[config.mk]
export PLATFORM = sky130hd
export DESIGN_NAME = byte_ring_buffer_staged_write
export DESIGN_NICKNAME = d
export VERILOG_FILES = /design/src/sv/brb_pkg.sv /design/src/sv/brb_mem.sv /design/src/sv/brb_ctrl.sv /design/src/sv/byte_ring_buffer_staged_write.sv
export SDC_FILE = /design/constraint.sdc
export NUM_CORES = 2
export LEC_CHECK = 0
export BUFFER_PORTS_ARGS = -buffer_cell sky130_fd_sc_hd__clkbuf_2
export CAP_MARGIN = 20
export CORE_UTILIZATION = 30
export CTS_CLUSTER_DIAMETER = 120
export CTS_CLUSTER_SIZE = 40
export DETAILED_ROUTE_END_ITERATION = 8
export GPL_ROUTABILITY_DRIVEN = 0
export PLACE_DENSITY = 0.53
export SLEW_MARGIN = 20
export SYNTH_ARGS = -nofsm -noshare
export SYNTH_HDL_FRONTEND = slang
export SYNTH_SLANG_ARGS = --single-unit
[constraint.sdc]
create_clock -name clk -period 7.2 [get_ports clk]
set_clock_uncertainty 0.1 [all_clocks]
set_input_delay 1.44 -clock clk [delete_from_list [all_inputs] [get_ports clk]]
set_output_delay 1.44 -clock clk [all_outputs]
set_load 0.005 [all_outputs]
[src/sv/brb_pkg.sv]
// Shared definitions for the byte ring buffer with staged writes.
// Operation codes and the control word from the pointer logic to the byte store.
// No dependencies.
package brb_pkg;

	// operation codes carried in the op field
	localparam logic [2:0] OP_WRITE   = 3'd0;
	localparam logic [2:0] OP_READ    = 3'd1;
	localparam logic [2:0] OP_SKIP    = 3'd2;
	localparam logic [2:0] OP_PREPARE = 3'd3;
	localparam logic [2:0] OP_COMMIT  = 3'd4;

	// strobes for the byte store, valid in the cycle a word is accepted
	typedef struct packed {
		logic wr_en;
		logic rd_en;
	} brb_mem_ctl_t;

endpackage

[src/sv/brb_mem.sv]
// Byte store of the ring buffer: one write port, one read port with registered data.
// Depends on brb_pkg for the control word.
module brb_mem #(
	parameter int DEPTH = 256,
	parameter int AW = 8
) (
	input  logic                clk,
	input  brb_pkg::brb_mem_ctl_t ctl,
	input  logic [AW-1:0]       wr_addr,
	input  logic [7:0]          wr_data,
	input  logic [AW-1:0]       rd_addr,
	output logic [7:0]          rd_data_s1
);
	import brb_pkg::*;

	logic [7:0] mem [DEPTH];

	// write port
	always_ff @(posedge clk) begin
		if (ctl.wr_en) begin
			mem[wr_addr] <= wr_data;
		end
	end

	// read port, data held until the next read
	always_ff @(posedge clk) begin
		if (ctl.rd_en) begin
			rd_data_s1 <= mem[rd_addr];
		end
	end

endmodule

[src/sv/brb_ctrl.sv]
// Pointer logic of the ring buffer: decodes each word, updates head and tail,
// drives the byte store and holds the result register. Depends on brb_pkg.
module brb_ctrl #(
	parameter int DEPTH = 256,
	parameter int AW = 8
) (
	input  logic                  clk,
	input  logic                  arst_n,
	input  logic                  in_valid,
	output logic                  in_ready,
	input  logic [2:0]            op,
	input  logic [7:0]            data_in,
	input  logic [7:0]            count,
	output logic                  out_valid,
	input  logic                  out_ready,
	output logic [7:0]            readable,
	output logic [7:0]            writable,
	output logic                  error,
	output logic                  rd_hit,
	output brb_pkg::brb_mem_ctl_t mem_ctl,
	output logic [AW-1:0]         wr_addr,
	output logic [7:0]            wr_data,
	output logic [AW-1:0]         rd_addr
);
	import brb_pkg::*;

	// compare width: holds DEPTH, a byte count and one carry
	localparam int CW = ((AW > 8) ? AW : 8) + 2;
	localparam logic [CW-1:0] DEPTH_C = CW'(DEPTH);
	localparam logic [CW-1:0] ONE_C = CW'(1);
	localparam logic [CW-1:0] TWO_C = CW'(2);

	logic [AW-1:0] head_q, tail_q;
	logic [AW-1:0] head_n, tail_n;
	logic          out_valid_q;
	logic [7:0]    readable_s1, writable_s1;
	logic          error_s1, rd_hit_s1;

	logic          accept;
	logic [CW-1:0] used, space, used_n, space_n, cnt;
	logic          err;
	logic          do_wr, do_rd;
	logic [AW-1:0] prep_addr;

	// (head - tail) mod DEPTH
	function automatic logic [CW-1:0] fill(input logic [AW-1:0] h, input logic [AW-1:0] t);
		logic [CW-1:0] he, te;
		he = CW'(h);
		te = CW'(t);
		return (he >= te) ? (he - te) : (he + DEPTH_C - te);
	endfunction

	// (pos + n) mod DEPTH for n below DEPTH
	function automatic logic [AW-1:0] adv(input logic [AW-1:0] pos, input logic [CW-1:0] n);
		logic [CW-1:0] s;
		s = CW'(pos) + n;
		if (s >= DEPTH_C) begin
			s = s - DEPTH_C;
		end
		return s[AW-1:0];
	endfunction

	assign in_ready = !out_valid_q || out_ready;
	assign accept   = in_valid && in_ready;

	assign used      = fill(head_q, tail_q);
	assign space     = DEPTH_C - ONE_C - used;
	assign cnt       = CW'(count);
	assign prep_addr = adv(head_q, cnt);

	// operation decode and bounds checks
	always_comb begin
		head_n = head_q;
		tail_n = tail_q;
		err    = 1'b0;
		do_wr  = 1'b0;
		do_rd  = 1'b0;
		unique case (op)
			OP_WRITE: begin
				if (space == '0) begin
					err = 1'b1;
				end else begin
					do_wr  = 1'b1;
					head_n = adv(head_q, ONE_C);
				end
			end
			OP_READ: begin
				if (used == '0) begin
					err = 1'b1;
				end else begin
					do_rd  = 1'b1;
					tail_n = adv(tail_q, ONE_C);
				end
			end
			OP_SKIP: begin
				if (cnt == '0 || cnt > used) begin
					err = 1'b1;
				end else begin
					tail_n = adv(tail_q, cnt);
				end
			end
			OP_PREPARE: begin
				if (cnt + TWO_C >= DEPTH_C) begin
					err = 1'b1;
				end else begin
					do_wr = 1'b1;
				end
			end
			OP_COMMIT: begin
				if (cnt > space) begin
					err = 1'b1;
				end else begin
					head_n = adv(head_q, cnt);
				end
			end
			default: begin
				err = 1'b1;
			end
		endcase
	end

	assign used_n  = fill(head_n, tail_n);
	assign space_n = DEPTH_C - ONE_C - used_n;

	// byte store strobes; prepare writes ahead of head
	assign mem_ctl.wr_en = accept && do_wr;
	assign mem_ctl.rd_en = accept && do_rd;
	assign wr_addr       = (op == OP_PREPARE) ? prep_addr : head_q;
	assign wr_data       = data_in;
	assign rd_addr       = tail_q;

	// pointers and result valid
	always_ff @(posedge clk or negedge arst_n) begin
		if (!arst_n) begin
			head_q      <= '0;
			tail_q      <= '0;
			out_valid_q <= 1'b0;
		end else begin
			if (accept) begin
				head_q <= head_n;
				tail_q <= tail_n;
			end
			if (in_ready) begin
				out_valid_q <= in_valid;
			end
		end
	end

	// result payload
	always_ff @(posedge clk) begin
		if (accept) begin
			readable_s1 <= used_n[7:0];
			writable_s1 <= space_n[7:0];
			error_s1    <= err;
			rd_hit_s1   <= do_rd;
		end
	end

	assign out_valid = out_valid_q;
	assign readable  = readable_s1;
	assign writable  = writable_s1;
	assign error     = error_s1;
	assign rd_hit    = rd_hit_s1;

endmodule

[src/sv/byte_ring_buffer_staged_write.sv]
// Top level of the byte ring buffer with staged writes.
// Instantiates brb_ctrl and brb_mem; depends on brb_pkg.
//
// A ring of DEPTH bytes, DEPTH-1 usable, driven by one operation word per
// cycle: write, read, skip, prepare (store ahead of head) and commit (publish
// prepared bytes). Each accepted word gives one result word
// from the result register, with the popped byte, the bytes readable, the
// space writable and an error flag for refused operations. The block takes
// one word every cycle: the pointer update is a single compare and add, the
// byte store has one write port and one registered read port, and the input
// stays open while a result waits as long as that result is taken in the same
// cycle. The byte store is not cleared after reset; a commit does not check that
// its bytes were prepared, so an entry can read back before it is written.
module byte_ring_buffer_staged_write #(
	parameter int DEPTH = 256
) (
	input  logic       clk,
	input  logic       arst_n,
	input  logic       in_valid,
	output logic       in_ready,
	input  logic [2:0] op,
	input  logic [7:0] data_in,
	input  logic [7:0] count,
	output logic       out_valid,
	input  logic       out_ready,
	output logic [7:0] read_data,
	output logic [7:0] readable,
	output logic [7:0] writable,
	output logic       error
);
	import brb_pkg::*;

	localparam int AW = $clog2(DEPTH);

	brb_mem_ctl_t  mem_ctl;
	logic [AW-1:0] wr_addr, rd_addr;
	logic [7:0]    wr_data, rd_data_s1;
	logic          rd_hit;

	brb_ctrl #(
		.DEPTH(DEPTH),
		.AW(AW)
	) u_ctrl (
		.clk(clk),
		.arst_n(arst_n),
		.in_valid(in_valid),
		.in_ready(in_ready),
		.op(op),
		.data_in(data_in),
		.count(count),
		.out_valid(out_valid),
		.out_ready(out_ready),
		.readable(readable),
		.writable(writable),
		.error(error),
		.rd_hit(rd_hit),
		.mem_ctl(mem_ctl),
		.wr_addr(wr_addr),
		.wr_data(wr_data),
		.rd_addr(rd_addr)
	);

	brb_mem #(
		.DEPTH(DEPTH),
		.AW(AW)
	) u_mem (
		.clk(clk),
		.ctl(mem_ctl),
		.wr_addr(wr_addr),
		.wr_data(wr_data),
		.rd_addr(rd_addr),
		.rd_data_s1(rd_data_s1)
	);

	// popped byte only for a read that went through
	assign read_data = rd_hit ? rd_data_s1 : 8'd0;

endmodule
=== Word level (Yosys, flattened, before mapping) ===
Memories as Yosys holds them, arrays and structs flattened. A register that Yosys moved wholly into a read port is not among the register bits.
Index checks and enable logic that the tools add are counted.

* Register bits: 35
* Bits in latches: 0
* Memory bits (writable): 2048
* Memory bits (read-only): 0
* Output and inout port bits: 27
* Logic and storage cells: 75
* Memories: 1

* $add $sub $neg: 17
* $mul: 0
* Divide/modulo/power cells: 0
* Order comparisons: 9
* Equality and inequality tests: 4
* Shifts and indexed selects: 0
* Mux-type cells: 27
* Bitwise logic cells: 0
* Reductions and logical operators: 10

{| class="wikitable"
|+ Memories
! name !! words !! bits a word !! rd ports !! clocked after memory_dff !! wr ports !! RTL line !! RTL
|-
| u_mem.mem || 256 || 8 || 1 || 1 || 1 || brb_mem.sv:16 || <nowiki>logic [7:0] mem [DEPTH];</nowiki>
|}

{| class="wikitable"
|+ Operators by type and width
! operator !! count
|-
| 8-bit 2-to-1 mux || 11
|-
| 9-bit >= comparator, second input constant || 4
|-
| 8-bit case mux with 2 select lines || 2
|-
| 8-bit by 1-bit subtractor with 8-bit output, second input constant || 4
|-
| 10-bit zero test || 3
|-
| 8-bit by 10-bit greater-than comparator with 1-bit output || 2
|-
| 8-bit by 1-bit adder with 9-bit output, second input constant || 2
|-
| 8-bit by 8-bit adder with 9-bit output || 2
|-
| 8-bit >= comparator || 2
|-
| 8-bit subtractor || 2
|-
| 1-bit 2-to-1 mux || 11
|-
| 8-bit by 9-bit adder with 10-bit output, second input constant || 1
|-
| 10-bit by 9-bit >= comparator with 1-bit output, second input constant || 1
|-
| 10-bit 2-to-1 mux || 1
|-
| 10-bit by 8-bit subtractor with 10-bit output || 1
|-
| 8-bit by 10-bit subtractor with 10-bit output, first input constant || 1
|-
| 8-bit by 2-bit adder with 9-bit output, second input constant || 1
|-
| 8-bit by 8-bit subtractor with 9-bit output || 1
|-
| 8-bit by 1-bit adder with 8-bit output, second input constant || 1
|-
| 8-bit subtractor, first input constant || 1
|-
| 3-bit by 2-bit equality test with 1-bit output, second input constant || 2
|-
| 1-bit case mux with 5 select lines || 1
|-
| 3-bit by 1-bit equality test with 1-bit output, second input constant || 1
|-
| 3-bit equality test, second input constant || 1
|-
| other kinds (5) || 8
|}

=== Depth between registers and ports, before layout ===
* Word-level depth: 11
* Mapped depth: 30
* Depth with buffers taken out: 25

=== Cells and area by module ===
Synthesis repeated with hierarchy kept, for this count alone.

* Cell total of the unflattened synthesis: 4204
* Area, all modules: 83588.9 µm²

{| class="wikitable"
|+ By module, submodules not included
! module !! instances !! cells an instance !! area each (µm²) !! sequential area each (µm²)
|-
| brb_mem || 1 || 3733 || 79636.4 || 61739.2
|-
| brb_ctrl || 1 || 463 || 3902.5 || 965.9
|-
| byte_ring_buffer_staged_write || 1 || 8 || 50.0 || 0.0
|}

=== Worst setup path after synthesis ===
No wires, ideal clock.

* Kind: register to register
* Start: register u_ctrl.tail_q[1], in the netlist u_ctrl.rd_addr[1]
* End: register u_ctrl.writable_s1[7], in the netlist u_ctrl.writable[7], data pin
* Library setup time: 0.269 ns
* Data arrival time: 5.751 ns
* Required time: 6.831 ns
* Setup slack: 1.080 ns
* Stages on the path, launching flop included: 28
* Path buffers: 5
* Cell sequence: dfrtp_1 -> buf_2 -> buf_2 -> buf_2 -> buf_1 -> buf_1 -> inv_1 -> fa_1 -> a211oi_2 -> nor4b_1 -> or3_4 -> ha_1 -> nand4_1 -> o21bai_1 -> a211o_1 -> nand2_1 -> a21oi_1 -> a31o_2 -> a22o_1 -> ha_1 -> nor2b_1 -> o21ai_0 -> nand2b_1 -> a31oi_1 -> a21oi_1 -> xnor2_1 -> xnor2_2 -> xor2_1

* Word-level cells in the longest chain between the ends: 10
* Elaborated cells on any way between the ends: 30

{| class="wikitable"
|+ RTL lines
! element !! RTL line !! RTL
|-
| start, declared || brb_ctrl.sv:33 || <nowiki>logic [AW-1:0] head_q, tail_q;</nowiki>
|-
| start signal, assigned || brb_ctrl.sv:141 || <nowiki>tail_q <= tail_n;</nowiki>
|-
| 10-bit by 8-bit subtractor with 10-bit output (tied with other cells) || brb_ctrl.sv:50 || <nowiki>return (he >= te) ? (he - te) : (he + DEPTH_C - te);</nowiki>
|-
| 10-bit 2-to-1 mux (*) || brb_ctrl.sv:50 ||
|-
| 8-bit by 10-bit subtractor with 10-bit output (*) || brb_ctrl.sv:67 || <nowiki>assign space = DEPTH_C - ONE_C - used;</nowiki>
|-
| 8-bit by 10-bit greater-than comparator with 1-bit output or 10-bit zero test (tied branches) || brb_ctrl.sv:110, brb_ctrl.sv:80 ||
|-
| 8-bit 2-to-1 mux (on tied branches) || brb_ctrl.sv:110, brb_ctrl.sv:80 ||
|-
| 8-bit case mux with 2 select lines (*) || brb_ctrl.sv:78 || <nowiki>unique case (op)</nowiki>
|-
| net u_ctrl.head_n[1] || brb_ctrl.sv:34 || <nowiki>logic [AW-1:0] head_n, tail_n;</nowiki>
|-
| 8-bit by 1-bit adder with 8-bit output || brb_ctrl.sv:50 ||
|-
| 8-bit subtractor || brb_ctrl.sv:50 ||
|-
| 8-bit 2-to-1 mux (*) || brb_ctrl.sv:50 ||
|-
| 8-bit subtractor (*) || brb_ctrl.sv:123 || <nowiki>assign space_n = DEPTH_C - ONE_C - used_n;</nowiki>
|-
| net u_ctrl.space_n[7] || brb_ctrl.sv:40 || <nowiki>logic [CW-1:0] used, space, used_n, space_n, cnt;</nowiki>
|-
| end signal, assigned || brb_ctrl.sv:153 || <nowiki>writable_s1 <= space_n[7:0];</nowiki>
|-
| end, declared || brb_ctrl.sv:36 || <nowiki>logic [7:0] readable_s1, writable_s1;</nowiki>
|}

The timed path passes the listed nets; every way through them passes the cells marked *.
A chain may end at the register's enable or synchronous reset.

=== Worst setup path after layout ===
* Start: register u_ctrl.tail_q[0], in the netlist u_ctrl.rd_addr[0]
* End: register u_ctrl.writable_s1[7], in the netlist u_ctrl.writable[7], data pin

The elaborated chain is that of the path after synthesis.

==> metrics.csv <==
stage,metric,value,unit
clock_network,H-tree levels,2,
grt,initial antenna violation count,9,
worst_setup_path,CP Launch Type,register,
die,Chip Width,530,um
logic_synthesis,yosys warns,0,
grt,vias in the first global route,39800,
grt,GR Util All Layers,15.0,%
sta,final-report hold violation count,0,
logic_synthesis,mapped cell area,83500,um^2
place,Post-Place Cell Area,88500,um^2
clock_network,TritonCTS clock tree,done,
route,final antenna-violating net count,0,
logic_synthesis,largest area contributor in the netlist,edfxtp_1,
logic_synthesis,post-synthesis async set-or-reset flop share,0.813,%
clock_network,clock latency on the worst-skew pair,0.80,ns
clock_network,total CTS buffers,60,
die,core footprint,277000,um^2
route,Vias,39700,
sta,crit path time final,6.06,ns
place,HPWL Detailed,135,mm
sta,unrepaired setup endpoints after global routing,false,
worst_setup_path,Crit Reg-Reg Startpoint,u_ctrl.rd_addr[0]$_DFFE_PN0P_,
finish,sequential cell area,62700,um^2
logic_synthesis,register bit total from synthesis,2091,
pwr,maximum vdd drop,0.284,mV
clock_network,Post-CTS Hold Buffers,0,
hold_path,hold path start,u_ctrl.out_valid$_DFFE_PN0N_,
worst_setup_path,worst-path maximum fanout,22,
worst_setup_path,arrival time at the worst endpoint,6.48,ns
finish,Fillers,26300,
clock_network,Post-CTS Setup Bufs,0,
die,Die ar.,281000,um^2
route,Initial DRT Pass Iterations,8,
route,vias per inst,5.11,
finish,layout cells sized above 1,21.8,%
finish,post-route cell area,90200,um^2
clock_network,total clock sinks,2091,
grt,grt ovf,0,
worst_setup_path,required time of the critical path,7.62,ns
sta,"Slew Viols, Final",0,
clock_network,clock buffer depth,3,
grt,global-route wire length before repair,305,mm
worst_setup_path,CP startpoint,u_ctrl.rd_addr[0]$_DFFE_PN0P_,
sta,measured slew at the worst slew-check pin,1.14,ns
logic_synthesis,top cell type's share of synthesized area,74.6,%
finish,Layout area overhead,7.99,%
job,max cap viols,0,
die,Initial Utilization,30.2,%
logic_synthesis,Synth area leaders,"edfxtp_1, mux4_2, nor2_1, ha_1, nand2_1",
place,number of port buffers,49,
place,Placed Cells,7674,
worst_setup_path,critical path class,register to register,
sta,period utilization,84.1,%
finish,number of nets in the layout,4104,
hold_path,worst hold path class,register to register,
logic_synthesis,top_reg_cell synth,edfxtp_1,
clock_network,post-CTS sizing,0,
logic_synthesis,"EDFF count, synth",2074,
route,DRC viols,0,
route,final wirelength,214,mm
sta,fmax,0.165,GHz
logic_synthesis,Unique masters post-synth,91,
sta,Setup TNS,0,ns
die,I/O Pins,50,
logic_synthesis,synthesized instance count,4030,
sta,final setup fails,0,
route,Initial DRC Count,4789,
clock_network,clock root cell,clkbuf_16,
clock_network,clk slew on worst S/H paths,0.14,ns
logic_synthesis,syn nets,4103,
route,post-DR wirelength/cell,27.5,um
die,row count,193,
logic_synthesis,post-synthesis sequential area ratio,75.1,%
logic_synthesis,syn_area_per_cell,20.7,um^2
pwr,Pwr Density,333,nW/um^2
finish,Final Non-Filler Cells,7759,
sta,Max-Slew Margin vs Limit,23.9,%
finish,area of the multi-input gates,19700,um^2
pwr,P_leak,26.5,nW
status,status,finished clean,
worst_setup_path,CP endpoint kind,register,
die,chip height,530,um
grt,largest net degree at the start of global routing,161,
==> critical path, stage by stage (launching register included) <==
cell and delay [ns]:
dfrtp_4 0.73, ha_1 0.26, inv_1 0.06, fa_1 0.45, a211oi_2 0.33, nor4b_1 0.10, or3_4 0.39, ha_1 0.35
nand4_1 0.13, o21bai_1 0.20, a211o_1 0.40, nand2_1 0.20, nor2_1 0.07, o21a_1 0.18, a311oi_1 0.47, ha_1 0.38
and2_1 0.16, a31oi_1 0.19, a21oi_1 0.11, xnor2_1 0.23, xnor2_2 0.12, xor2_1 0.16
==> registers in the layout, indices dropped and copies added (netlist names) <==
name and flops:
u_ctrl.error 1, u_ctrl.writable 8, u_ctrl.out_valid 1, u_ctrl.head_q 8, u_mem.rd_data_s1 8, u_ctrl.readable 8
u_mem.mem 2048, u_ctrl.rd_addr 8, u_ctrl.rd_hit 1
==> power by group <==
part	leakage, nW	switching [W]	total [W]	internal (W)
clock network	0.839	0.00356	0.00518	0.00162
registers	18.8	0.000161	0.0137	0.0136
logic	6.87	0.00653	0.0112	0.00463
total	26.5	0.0102	0.0301	0.0198
==> per-stage QoR <==
stage	utilization, %	power [W]	setup WS [ns]	hold slack [ns]
global placement	32.0	0.0252	1.15	0.415
CTS	32.6	0.0303	1.20	0.454
floorplan	-	0.0213	1.08	0.444
detailed placement	32.0	0.0252	1.24	0.426
finish	32.6	0.0301	1.14	0.446
global route	32.6	0.0312	0.537	0.508
==> logic make-up (layout without fill, tap and decap cells) <==
family / count (synthesis) / count (layout) / share of synthesized area [%]
flip-flops: 2091 / 2091 / 75.1
AND/OR/NAND/NOR: 651 / 651 / 3.48
adder cells (fa/ha/maj): 50 / 50 / 0.785
AO/OA/AOI/OAI: 322 / 322 / 2.70
XOR/XNOR: 30 / 30 / 0.342
multiplexers: 631 / 631 / 16.2
buffers and inverters: 255 / 274 / 1.38
other: 0 / 5 / 0
==> routing by layer <==
metal,global-route usage (%),routed length [um]
met5,0.410,172
met3,2.14,12600
met1,21.6,95000
met4,2.96,4000
met2,24.2,102000
==> path summary, 6_finish.rpt <==
| path | end | slack (ns) | depth (start not counted) |
|---|---|---|---|
| worst min-delay path | u_ctrl.out_valid$_DFFE_PN0N_ | 0.45 | 2 |
| worst max-delay path | u_ctrl.writable[7]$_DFFE_PP_ | 1.14 | 21 |
| worst min register to register | u_ctrl.out_valid$_DFFE_PN0N_ | 0.45 | 2 |
| worst max register to register | u_ctrl.writable[7]$_DFFE_PP_ | 1.14 | 21 |
| max in group asynchronous | u_ctrl.rd_addr[3]$_DFFE_PN0P_ | 6.04 | 1 |
| min in group asynchronous | u_ctrl.rd_addr[0]$_DFFE_PN0P_ | 0.51 | 1 |
==> area by class of cell <==
class                      count  share of cell area, %
antenna                        5                 0.0139
clock buffer                  70                   1.71
clock inverter                10                  0.211
inverter                      41                  0.179
multi-input combinational   1684                   21.8
sequential                  2091                   69.5
tap                         3705                   5.14
timing repair buffer         153                   1.37
==> synthesized netlist by cell type, drive strengths merged, types with 34 or more instances <==
| cell | n |
|---|---|
| a22oi | 39 |
| nor2 | 314 |
| nand2 | 155 |
| clkbuf | 85 |
| ha | 46 |
| buf | 129 |
| nor3 | 39 |
| inv | 40 |
| edfxtp | 2074 |
| o21ai | 45 |
| mux2 | 35 |
| nand3 | 34 |
| mux4 | 576 |
| a21oi | 62 |
==> placed cells by master (no fill, tap or decap), types with 38 or more instances in the layout <==
cell type / instances
a21oi_1: 59
ha_1: 46
o21ai_0: 41
clkbuf_16: 60
inv_1: 38
clkbuf_2: 41
nand2_1: 150
mux4_2: 576
buf_4: 94
edfxtp_1: 2074
a22oi_1: 39
nor2_1: 306
No activity file was read; power rests on OpenSTA's default activity.
